==> src/design/asd_pkg.sv <==
package asd_pkg;

    localparam int WINDOW_LEN_DEF = 8;
    localparam int MAG_W          = 15;
    localparam int ACC_W          = 16;
    localparam int TIME_W         = 32;
    localparam int CFG_IDX_W      = 3;
    localparam int CFG_DATA_W     = 16;

    localparam logic [MAG_W-1:0] MAG_MAX      = 15'd32767;
    localparam logic [MAG_W-1:0] THRESH_RESET = 15'd1200;
    localparam logic [7:0]       ACTIVE_MAX   = 8'd255;

    localparam logic [11:0] GRAVITY_RESET   = 12'd1000;
    localparam logic [11:0] NOISE_RESET     = 12'd200;
    localparam logic [14:0] ACTIVE_RESET    = 15'd800;
    localparam logic [15:0] GAP_RESET       = 16'd200;
    localparam logic [14:0] FLOOR_RESET     = 15'd800;
    localparam logic [9:0]  RAISE_RESET     = 10'd50;
    localparam logic [9:0]  LOWER_RESET     = 10'd20;

    typedef enum logic [CFG_IDX_W-1:0] {
        CFG_GRAVITY = 3'd0,
        CFG_NOISE   = 3'd1,
        CFG_ACTIVE  = 3'd2,
        CFG_GAP     = 3'd3,
        CFG_FLOOR   = 3'd4,
        CFG_RAISE   = 3'd5,
        CFG_LOWER   = 3'd6
    } t_cfg_idx;

    typedef struct packed {
        logic [11:0] gravity_offset;
        logic [11:0] noise_floor;
        logic [14:0] active_level;
        logic [15:0] min_step_gap_ms;
        logic [14:0] threshold_floor;
        logic [9:0]  raise_amount;
        logic [9:0]  lower_amount;
    } t_cfg;

    typedef struct packed {
        logic              step_seen;
        logic [31:0]       steps_total;
        logic [7:0]        active_total;
        logic [MAG_W-1:0]  current_threshold;
        logic [MAG_W-1:0]  deviation;
    } t_result;

endpackage

==> src/design/asd_win_cell.sv <==
module asd_win_cell (
    input  logic                        i_clk,
    input  logic                        i_rst_n,
    input  logic                        i_shift,
    input  logic [asd_pkg::MAG_W-1:0]   i_data,
    output logic [asd_pkg::MAG_W-1:0]   o_data
);

    logic [asd_pkg::MAG_W-1:0] r_data;

    always_ff @(posedge i_clk) begin
        if (!i_rst_n) begin
            r_data <= '0;
        end else if (i_shift) begin
            r_data <= i_data;
        end
    end

    assign o_data = r_data;

endmodule

==> src/design/asd_window.sv <==
module asd_window #(
    parameter int WINDOW_LEN = asd_pkg::WINDOW_LEN_DEF,
    parameter int TOT_W      = asd_pkg::MAG_W + $clog2(WINDOW_LEN)
) (
    input  logic                        i_clk,
    input  logic                        i_rst_n,
    input  logic                        i_shift,
    input  logic [asd_pkg::MAG_W-1:0]   i_mag,
    output logic [TOT_W-1:0]            o_total
);

    logic [asd_pkg::MAG_W-1:0] tap [WINDOW_LEN+1];
    logic [TOT_W-1:0]          r_total;
    logic [TOT_W-1:0]          n_total;

    assign tap[0] = i_mag;

    // newest sample at the head, oldest drops off the far end
    for (genvar g = 0; g < WINDOW_LEN; g++) begin : g_cell
        asd_win_cell u_cell (
            .i_clk   (i_clk),
            .i_rst_n (i_rst_n),
            .i_shift (i_shift),
            .i_data  (tap[g]),
            .o_data  (tap[g+1])
        );
    end

    assign n_total = r_total - TOT_W'(tap[WINDOW_LEN]) + TOT_W'(i_mag);

    always_ff @(posedge i_clk) begin
        if (!i_rst_n) begin
            r_total <= '0;
        end else if (i_shift) begin
            r_total <= n_total;
        end
    end

    assign o_total = r_total;

endmodule

==> src/design/asd_tracker.sv <==
module asd_tracker (
    input  logic                         i_clk,
    input  logic                         i_rst_n,
    input  logic                         i_adv,
    input  logic                         i_valid,
    input  asd_pkg::t_cfg                i_cfg,
    input  logic [asd_pkg::MAG_W-1:0]    i_dev,
    input  logic [asd_pkg::TIME_W-1:0]   i_time,
    input  logic                         i_clear,
    output asd_pkg::t_result             o_res
);

    logic [asd_pkg::MAG_W-1:0]  r_thr;
    logic [asd_pkg::TIME_W-1:0] r_last;
    logic [31:0]                r_steps;
    logic [7:0]                 r_active;
    logic                       r_rearm;
    asd_pkg::t_result           r_res;

    logic [7:0]                 n_active;
    logic [31:0]                n_steps;
    logic [asd_pkg::MAG_W-1:0]  n_thr;
    logic                       n_rearm;
    logic                       hit;
    logic [asd_pkg::TIME_W-1:0] elapsed;
    logic [15:0]                raised;
    logic [16:0]                thr_x3;
    logic [16:0]                new_x3;
    logic                       big_step;
    logic                       small_step;
    logic [asd_pkg::MAG_W-1:0]  lowered;

    always_comb begin
        n_active = r_active;
        if (i_dev > i_cfg.active_level && r_active != asd_pkg::ACTIVE_MAX) begin
            n_active = r_active + 8'd1;
        end

        elapsed = i_time - r_last;
        hit     = (i_dev > r_thr) && r_rearm && (elapsed > 32'(i_cfg.min_step_gap_ms));
        n_steps = hit ? r_steps + 32'd1 : r_steps;

        thr_x3     = 17'(r_thr) + {1'b0, r_thr, 1'b0};
        big_step   = {1'b0, i_dev} > {r_thr, 1'b0};
        small_step = (r_thr > i_cfg.threshold_floor) && ({1'b0, i_dev} < thr_x3[16:1]);
        raised     = 16'(r_thr) + 16'(i_cfg.raise_amount);
        lowered    = (r_thr > 15'(i_cfg.lower_amount)) ?
                     r_thr - 15'(i_cfg.lower_amount) : '0;

        n_thr = r_thr;
        if (hit) begin
            if (big_step) begin
                n_thr = raised[15] ? asd_pkg::MAG_MAX : raised[14:0];
            end else if (small_step) begin
                n_thr = lowered;
            end
        end

        // rearm compares against the threshold after this beat's update
        new_x3  = 17'(n_thr) + {1'b0, n_thr, 1'b0};
        n_rearm = 17'(i_dev) < {2'b00, new_x3[16:2]};
    end

    always_ff @(posedge i_clk) begin
        if (!i_rst_n) begin
            r_thr    <= asd_pkg::THRESH_RESET;
            r_last   <= '0;
            r_steps  <= '0;
            r_active <= '0;
            r_rearm  <= 1'b0;
        end else if (i_adv && i_valid) begin
            r_thr    <= n_thr;
            r_rearm  <= n_rearm;
            if (hit) begin
                r_last <= i_time;
            end
            r_steps  <= i_clear ? '0 : n_steps;
            r_active <= i_clear ? '0 : n_active;
        end
    end

    always_ff @(posedge i_clk) begin
        if (i_adv) begin
            r_res.step_seen         <= hit;
            r_res.steps_total       <= n_steps;
            r_res.active_total      <= n_active;
            r_res.current_threshold <= n_thr;
            r_res.deviation         <= i_dev;
        end
    end

    assign o_res = r_res;

endmodule

==> src/design/adaptive_step_detector.sv <==
// Pipeline of six register stages; a result beat is offered once its sample has passed all six.
// Throughput is one sample per cycle; the whole pipeline holds only while the output beat waits.
// The window is a chain of WINDOW_LEN shift cells plus a running total; the threshold
// and counters update in one stage, so consecutive samples never wait on each other.
// Synchronous active-low reset clears the window, counters, threshold (1200) and the
// configuration registers to their defaults; configuration writes are accepted every cycle outside reset.
module adaptive_step_detector #(
    parameter int WINDOW_LEN = asd_pkg::WINDOW_LEN_DEF
) (
    input  logic                              i_clk,
    input  logic                              i_rst_n,

    input  logic                              i_in_valid,
    output logic                              o_in_ready,
    input  logic signed [asd_pkg::ACC_W-1:0]  i_accel_x,
    input  logic signed [asd_pkg::ACC_W-1:0]  i_accel_y,
    input  logic signed [asd_pkg::ACC_W-1:0]  i_accel_z,
    input  logic [asd_pkg::TIME_W-1:0]        i_time_ms,
    input  logic                              i_clear_counts,

    output logic                              o_out_valid,
    input  logic                              i_out_ready,
    output logic                              o_step_seen,
    output logic [31:0]                       o_steps_total,
    output logic [7:0]                        o_active_total,
    output logic [asd_pkg::MAG_W-1:0]         o_current_threshold,
    output logic [asd_pkg::MAG_W-1:0]         o_deviation,

    input  logic                              i_cfg_valid,
    output logic                              o_cfg_ready,
    input  logic [asd_pkg::CFG_IDX_W-1:0]     i_cfg_index,
    input  logic [asd_pkg::CFG_DATA_W-1:0]    i_cfg_data
);

    localparam int TOT_W   = asd_pkg::MAG_W + $clog2(WINDOW_LEN);
    // exact divide by the window length: ceil reciprocal with enough fraction bits
    localparam int SH      = TOT_W + 7;
    localparam longint RECIP   = ((64'd1 << SH) + WINDOW_LEN - 1) / WINDOW_LEN;
    localparam int RECIP_W = $clog2(RECIP + 1);
    localparam int PROD_W  = TOT_W + RECIP_W;
    localparam logic [RECIP_W-1:0] RECIP_V = RECIP_W'(RECIP);

    asd_pkg::t_cfg    r_cfg;
    asd_pkg::t_result res;

    logic adv;
    logic r_va, r_vb, r_vc, r_vd, r_ve, r_out_valid;

    logic [asd_pkg::ACC_W-1:0]  abs_x, abs_y, abs_z;
    logic [31:0]                r_sq_x, r_sq_y, r_sq_z;
    logic [31:0]                sq_sum;
    logic [asd_pkg::MAG_W-1:0]  r_mag_b;
    logic [TOT_W-1:0]           total;
    logic [PROD_W-1:0]          r_prod_d;
    logic [asd_pkg::MAG_W-1:0]  avg;
    logic [asd_pkg::MAG_W-1:0]  diff;
    logic [asd_pkg::MAG_W-1:0]  r_dev_e;

    logic [asd_pkg::TIME_W-1:0] r_time_a, r_time_b, r_time_c, r_time_d, r_time_e;
    logic                       r_clr_a, r_clr_b, r_clr_c, r_clr_d, r_clr_e;

    assign adv         = !r_out_valid || i_out_ready;
    assign o_in_ready  = adv;
    assign o_cfg_ready = 1'b1;
    assign o_out_valid = r_out_valid;

    always_ff @(posedge i_clk) begin
        if (!i_rst_n) begin
            r_va        <= 1'b0;
            r_vb        <= 1'b0;
            r_vc        <= 1'b0;
            r_vd        <= 1'b0;
            r_ve        <= 1'b0;
            r_out_valid <= 1'b0;
            r_cfg.gravity_offset  <= asd_pkg::GRAVITY_RESET;
            r_cfg.noise_floor     <= asd_pkg::NOISE_RESET;
            r_cfg.active_level    <= asd_pkg::ACTIVE_RESET;
            r_cfg.min_step_gap_ms <= asd_pkg::GAP_RESET;
            r_cfg.threshold_floor <= asd_pkg::FLOOR_RESET;
            r_cfg.raise_amount    <= asd_pkg::RAISE_RESET;
            r_cfg.lower_amount    <= asd_pkg::LOWER_RESET;
        end else begin
            if (adv) begin
                r_va        <= i_in_valid;
                r_vb        <= r_va;
                r_vc        <= r_vb;
                r_vd        <= r_vc;
                r_ve        <= r_vd;
                r_out_valid <= r_ve;
            end
            if (i_cfg_valid) begin
                unique case (asd_pkg::t_cfg_idx'(i_cfg_index))
                    asd_pkg::CFG_GRAVITY: r_cfg.gravity_offset  <= i_cfg_data[11:0];
                    asd_pkg::CFG_NOISE:   r_cfg.noise_floor     <= i_cfg_data[11:0];
                    asd_pkg::CFG_ACTIVE:  r_cfg.active_level    <= i_cfg_data[14:0];
                    asd_pkg::CFG_GAP:     r_cfg.min_step_gap_ms <= i_cfg_data;
                    asd_pkg::CFG_FLOOR:   r_cfg.threshold_floor <= i_cfg_data[14:0];
                    asd_pkg::CFG_RAISE:   r_cfg.raise_amount    <= i_cfg_data[9:0];
                    asd_pkg::CFG_LOWER:   r_cfg.lower_amount    <= i_cfg_data[9:0];
                    default: ;
                endcase
            end
        end
    end

    // most negative input folds to 0x8000, still correct as unsigned
    assign abs_x = i_accel_x[15] ? 16'(-i_accel_x) : i_accel_x;
    assign abs_y = i_accel_y[15] ? 16'(-i_accel_y) : i_accel_y;
    assign abs_z = i_accel_z[15] ? 16'(-i_accel_z) : i_accel_z;

    assign sq_sum = r_sq_x + r_sq_y + r_sq_z;

    always_comb begin
        avg  = r_prod_d[SH +: asd_pkg::MAG_W];
        diff = (avg >= 15'(r_cfg.gravity_offset)) ? avg - 15'(r_cfg.gravity_offset)
                                                 : 15'(r_cfg.gravity_offset) - avg;
        if (diff < 15'(r_cfg.noise_floor)) begin
            diff = 15'(r_cfg.noise_floor);
        end
    end

    always_ff @(posedge i_clk) begin
        if (adv) begin
            r_sq_x   <= abs_x * abs_x;
            r_sq_y   <= abs_y * abs_y;
            r_sq_z   <= abs_z * abs_z;
            r_time_a <= i_time_ms;
            r_clr_a  <= i_clear_counts;

            r_mag_b  <= (sq_sum[31:10] > 22'(asd_pkg::MAG_MAX)) ? asd_pkg::MAG_MAX
                                                              : sq_sum[24:10];
            r_time_b <= r_time_a;
            r_clr_b  <= r_clr_a;

            r_time_c <= r_time_b;
            r_clr_c  <= r_clr_b;

            r_prod_d <= PROD_W'(total) * PROD_W'(RECIP_V);
            r_time_d <= r_time_c;
            r_clr_d  <= r_clr_c;

            r_dev_e  <= diff;
            r_time_e <= r_time_d;
            r_clr_e  <= r_clr_d;
        end
    end

    asd_window #(
        .WINDOW_LEN (WINDOW_LEN),
        .TOT_W      (TOT_W)
    ) u_window (
        .i_clk   (i_clk),
        .i_rst_n (i_rst_n),
        .i_shift (adv && r_vb),
        .i_mag   (r_mag_b),
        .o_total (total)
    );

    asd_tracker u_tracker (
        .i_clk   (i_clk),
        .i_rst_n (i_rst_n),
        .i_adv   (adv),
        .i_valid (r_ve),
        .i_cfg   (r_cfg),
        .i_dev   (r_dev_e),
        .i_time  (r_time_e),
        .i_clear (r_clr_e),
        .o_res   (res)
    );

    assign o_step_seen         = res.step_seen;
    assign o_steps_total       = res.steps_total;
    assign o_active_total      = res.active_total;
    assign o_current_threshold = res.current_threshold;
    assign o_deviation         = res.deviation;

endmodule

==> config.mk <==
export PLATFORM = sky130hd
export DESIGN_NAME = adaptive_step_detector
export DESIGN_NICKNAME = d
export VERILOG_FILES = /design/src/design/asd_pkg.sv /design/src/design/asd_win_cell.sv /design/src/design/asd_window.sv /design/src/design/asd_tracker.sv /design/src/design/adaptive_step_detector.sv
export SDC_FILE = /design/constraint.sdc
export NUM_CORES = 2
export LEC_CHECK = 0
export BUFFER_PORTS_ARGS = -buffer_cell sky130_fd_sc_hd__buf_4
export CAP_MARGIN = 20
export CORE_MARGIN = 5
export CORE_UTILIZATION = 45
export CTS_CLUSTER_DIAMETER = 50
export DETAILED_ROUTE_END_ITERATION = 12
export PLACE_DENSITY = 0.68
export SLEW_MARGIN = 20
export SYNTH_ARGS = -nofsm -noshare
export SYNTH_HDL_FRONTEND = slang
export SYNTH_SLANG_ARGS = --single-unit
export TNS_END_PERCENT = 5
==> constraint.sdc <==
create_clock -name i_clk -period 18.35 [get_ports i_clk]
set_input_delay 0 -clock i_clk [delete_from_list [all_inputs] [get_ports i_clk]]
set_output_delay 0 -clock i_clk [all_outputs]
set_load 0.005 [all_outputs]
==> key figures <==
STA
  • Tmin final: about 9 ns
  • RSZ-0062 raised after global routing: false
  • Setup Skew: between 0.03 and 0.04 ns
  • Final setup violation count: 0
  • Pins over their slew limit: 0
  • Fin Setup TNS: 0 ns
  • Fmax achieved: 110 MHz
  • Least-Margin Pin Slew: between 1 and 1.5 ns
  • Relative slew margins: between 20% and 30%
  • Final period util: 49.7%
  • Fin. Hold Viols: 0

Synth
  • Synth warnings: 0
  • Synth top area share: roughly 20%
  • Yosys top cell by area: edfxtp_1
  • Async SR Flop Fraction: 0%
  • Synth cell count leaders: 978 x inv_1, 776 x nand2_1, 562 x ha_1
  • Synth top area cells: edfxtp_1 20%, fa_1 19%, ha_1 13%, dfxtp_1 12%, inv_1 6.6%
  • Avg Inst Size Synth: around 9.6 sq um
  • Most frequent cell after synthesis: inv_1
  • Register bit total from synthesis: 693
  • Post-Syn Instances: slightly below 6000
  • Register area share after synthesis: between 30% and 40%
  • Netlist Area Pre-Place: 56000 sq um
  • Post-synth EDFFs: between 300 and 400
  • Count of cell types in the netlist: 93
  • Top FF cell, synth: edfxtp_1

Routing
  • Drt total wl: 133000 um
  • Met1 wire length: between 50000 and 60000 um
  • DR vias: slightly above 40000
  • DRC errors left: 0
  • Met3 Wirelength: 5820 um
  • Routed Antenna Nets: 0
  • Wirelength per Cell: between 15 and 20 um
  • Starting DRC count in detailed routing: ~2600
  • Drt first pass iters: 6
  • DR top layer: met4
  • WL met2: approximately 66000 um
  • Vias per std cell: 5.22

GRT
  • Grt ovf: 0
  • Largest net degree at the start of global routing: approximately 160
  • Gr usage total: 20.0%
  • First-pass GRT wire length: about 220000 um
  • Initial antenna violation count: 1
  • Number of global-route vias before repair: 41300

Setup path
  • Reg2reg end: u_tracker.r_rearm$_SDFFE_PN0P_
  • Setup crit end: u_tracker.r_rearm$_SDFFE_PN0P_
  • Max stage delay cell, worst path: o41a_1
  • Cell repeated most along the worst path: o21ai_0
  • CP Launch Type: flip-flop
  • Launching point of the worst reg2reg path: u_tracker.r_thr[1]$_SDFFE_PN0P_
  • Reg2reg setup slack: 9.23 ns
  • CP endpoint kind: flip-flop
  • Worst Reg-to-Reg Cells: 45
  • CP Max Fanout: 21
  • CP Class: reg -> reg
  • Critical path required time: between 15 and 20 ns
  • CP startpoint: u_tracker.r_thr[1]$_SDFFE_PN0P_
  • Arrival time at the worst endpoint: between 9 and 10 ns
  • Max incr delay on CP: around 0.70 ns

Clock network
  • Postcts setup bufs: 0
  • Bufs on Longest Clock Path: 3
  • Worst-path clk slew: 0.06 ns
  • Clock sink total: a little under 700
  • Root buf cell: clkbuf_16
  • Total CTS buffers: 87
  • H-tree levels: 3
  • CTS tree: yes
  • Clk Latency, worst-skew pair: 0.65 ns

Finish
  • Fillers: ~11000
  • Diode count: 0
  • Footprint of the multi-input gates: 34200 sq um
  • Register Area: 17600 sq um
  • Synthesis-to-finish area growth: 12.3%
  • Share of layout cells above drive strength 1: under 10%
  • Nets@finish: between 7000 and 8000

Floorplan
  • Die area: roughly 130000 sq um
  • Chip Height: about 360 um
  • Die width: ~360 um
  • Core ar.: 124000 sq um
  • IO Pins: ~180
  • Starting Density: between 40% and 50%
  • Cell row count: 129

Placed design
  • Gpl congestion: 0.909
  • Port bufs: between 150 and 200
  • Detailed-placement wirelength estimate: 103000 um

Worst hold path
  • Hold Startpoint: i_time_ms[23]
  • Worst min path class: in -> reg

Outcome
  • Status: complete, no violations

Job
  • Max cap viols: 0
==> layer usage <==
layer / vias up / global-route usage, %
met5: - / 0
met2: 952 / 35.7
li1: 19700 / -
met3: 214 / 2.07
met4: 0 / 6.41
met1: 20000 / 25.6
==> registers in the layout, summed over array words and instances, names as in the netlist, 8 cells and up <==
signal and flops:
u_window.g_cell.u_cell.o_data 120, r_cfg 90, u_tracker.o_res 71, r_time_a 32, r_time_b 32, r_time_c 32, r_time_d 32, r_time_e 32
u_tracker.r_last 32, u_tracker.r_steps 32, r_sq_x 30, r_sq_y 30, r_sq_z 30, u_window.o_total 18, r_dev_e 15, r_mag_b 15
r_prod_d 15, u_tracker.r_thr 15, u_tracker.r_active 8
==> kinds of logic after synthesis <==
group                    after synthesis  share of synthesized area [%]
adder cells (fa/ha/maj)             1106                           32.0
buffers and inverters               1161                           7.85
flip-flops                           693                           31.4
AO/OA/AOI/OAI                        994                           11.0
AND/OR/NAND/NOR                     1561                           12.2
XOR/XNOR                             273                           4.27
multiplexers                          69                           1.29
other                                  2                         0.0134
==> critical path: cells and delay by family, from the launching register on <==
kind / cells / cell delay, ns
compound gates: 29 / 5.50
fa+ha+maj: 5 / 1.71
simple gates: 8 / 0.84
flops: 1 / 0.60
xor+xnor: 2 / 0.30
buf+inv: 1 / 0.06
==> layout make-up <==
| cell class | count | share of cell area, % |
|---|---|---|
| clock buffer | 99 | 3.61 |
| clock inverter | 65 | 1.06 |
| inverter | 1000 | 5.99 |
| multi-input combinational | 4042 | 54.4 |
| sequential | 693 | 28.0 |
| tap | 1637 | 3.26 |
| timing repair buffer | 286 | 3.69 |
==> worst min path at each step <==
stage | slack (ns) | endpoint | cells past startpoint
2_1_floorplan | 0.1 | r_clr_a$_DFFE_PN_ | 0
3_3_place_gp | 0.18 | r_time_a[23]$_DFFE_PN_ | 1
3_5_place_dp | 0.18 | r_time_a[9]$_DFFE_PN_ | 1
4_1_cts | 0.04 | r_time_a[26]$_DFFE_PN_ | 2
5_1_grt | 0.06 | r_time_a[23]$_DFFE_PN_ | 2
6_report | 0.08 | r_time_a[23]$_DFFE_PN_ | 2
==> cell usage in the layout (no fill, tap or decap), types with 115 or more instances in the layout <==
cell and n:
dfxtp_1 322, ha_1 562, xor2_1 115, nand2_1 773, fa_1 544, inv_1 978, edfxtp_1 371, xnor2_1 156
o21ai_0 162, a21oi_1 422, nor2_1 383, buf_4 220
==> stage by stage <==
stage	hold slack (ns)	utilization [%]	cell area, sq um	setup WS, ns	cells
after global routing	0.0591	50.9	62900	8.50	7822
after detailed placement	0.181	48.0	59300	9.39	7593
after global placement	0.178	48.0	59300	9.60	7593
final	0.0759	50.9	62900	9.23	7822
after CTS	0.0360	50.9	62900	9.33	7822
after floorplan	0.0989	-	56200	6.85	5896
==> repair_timing <==
item                      CTS  global route
hold endpoints to repair  179             0
hold buffers               65             0
gates resized for setup     0             0
Power is not shown: default switching activity piles up to over one toggle a cycle in this logic, so the estimate is an artifact.
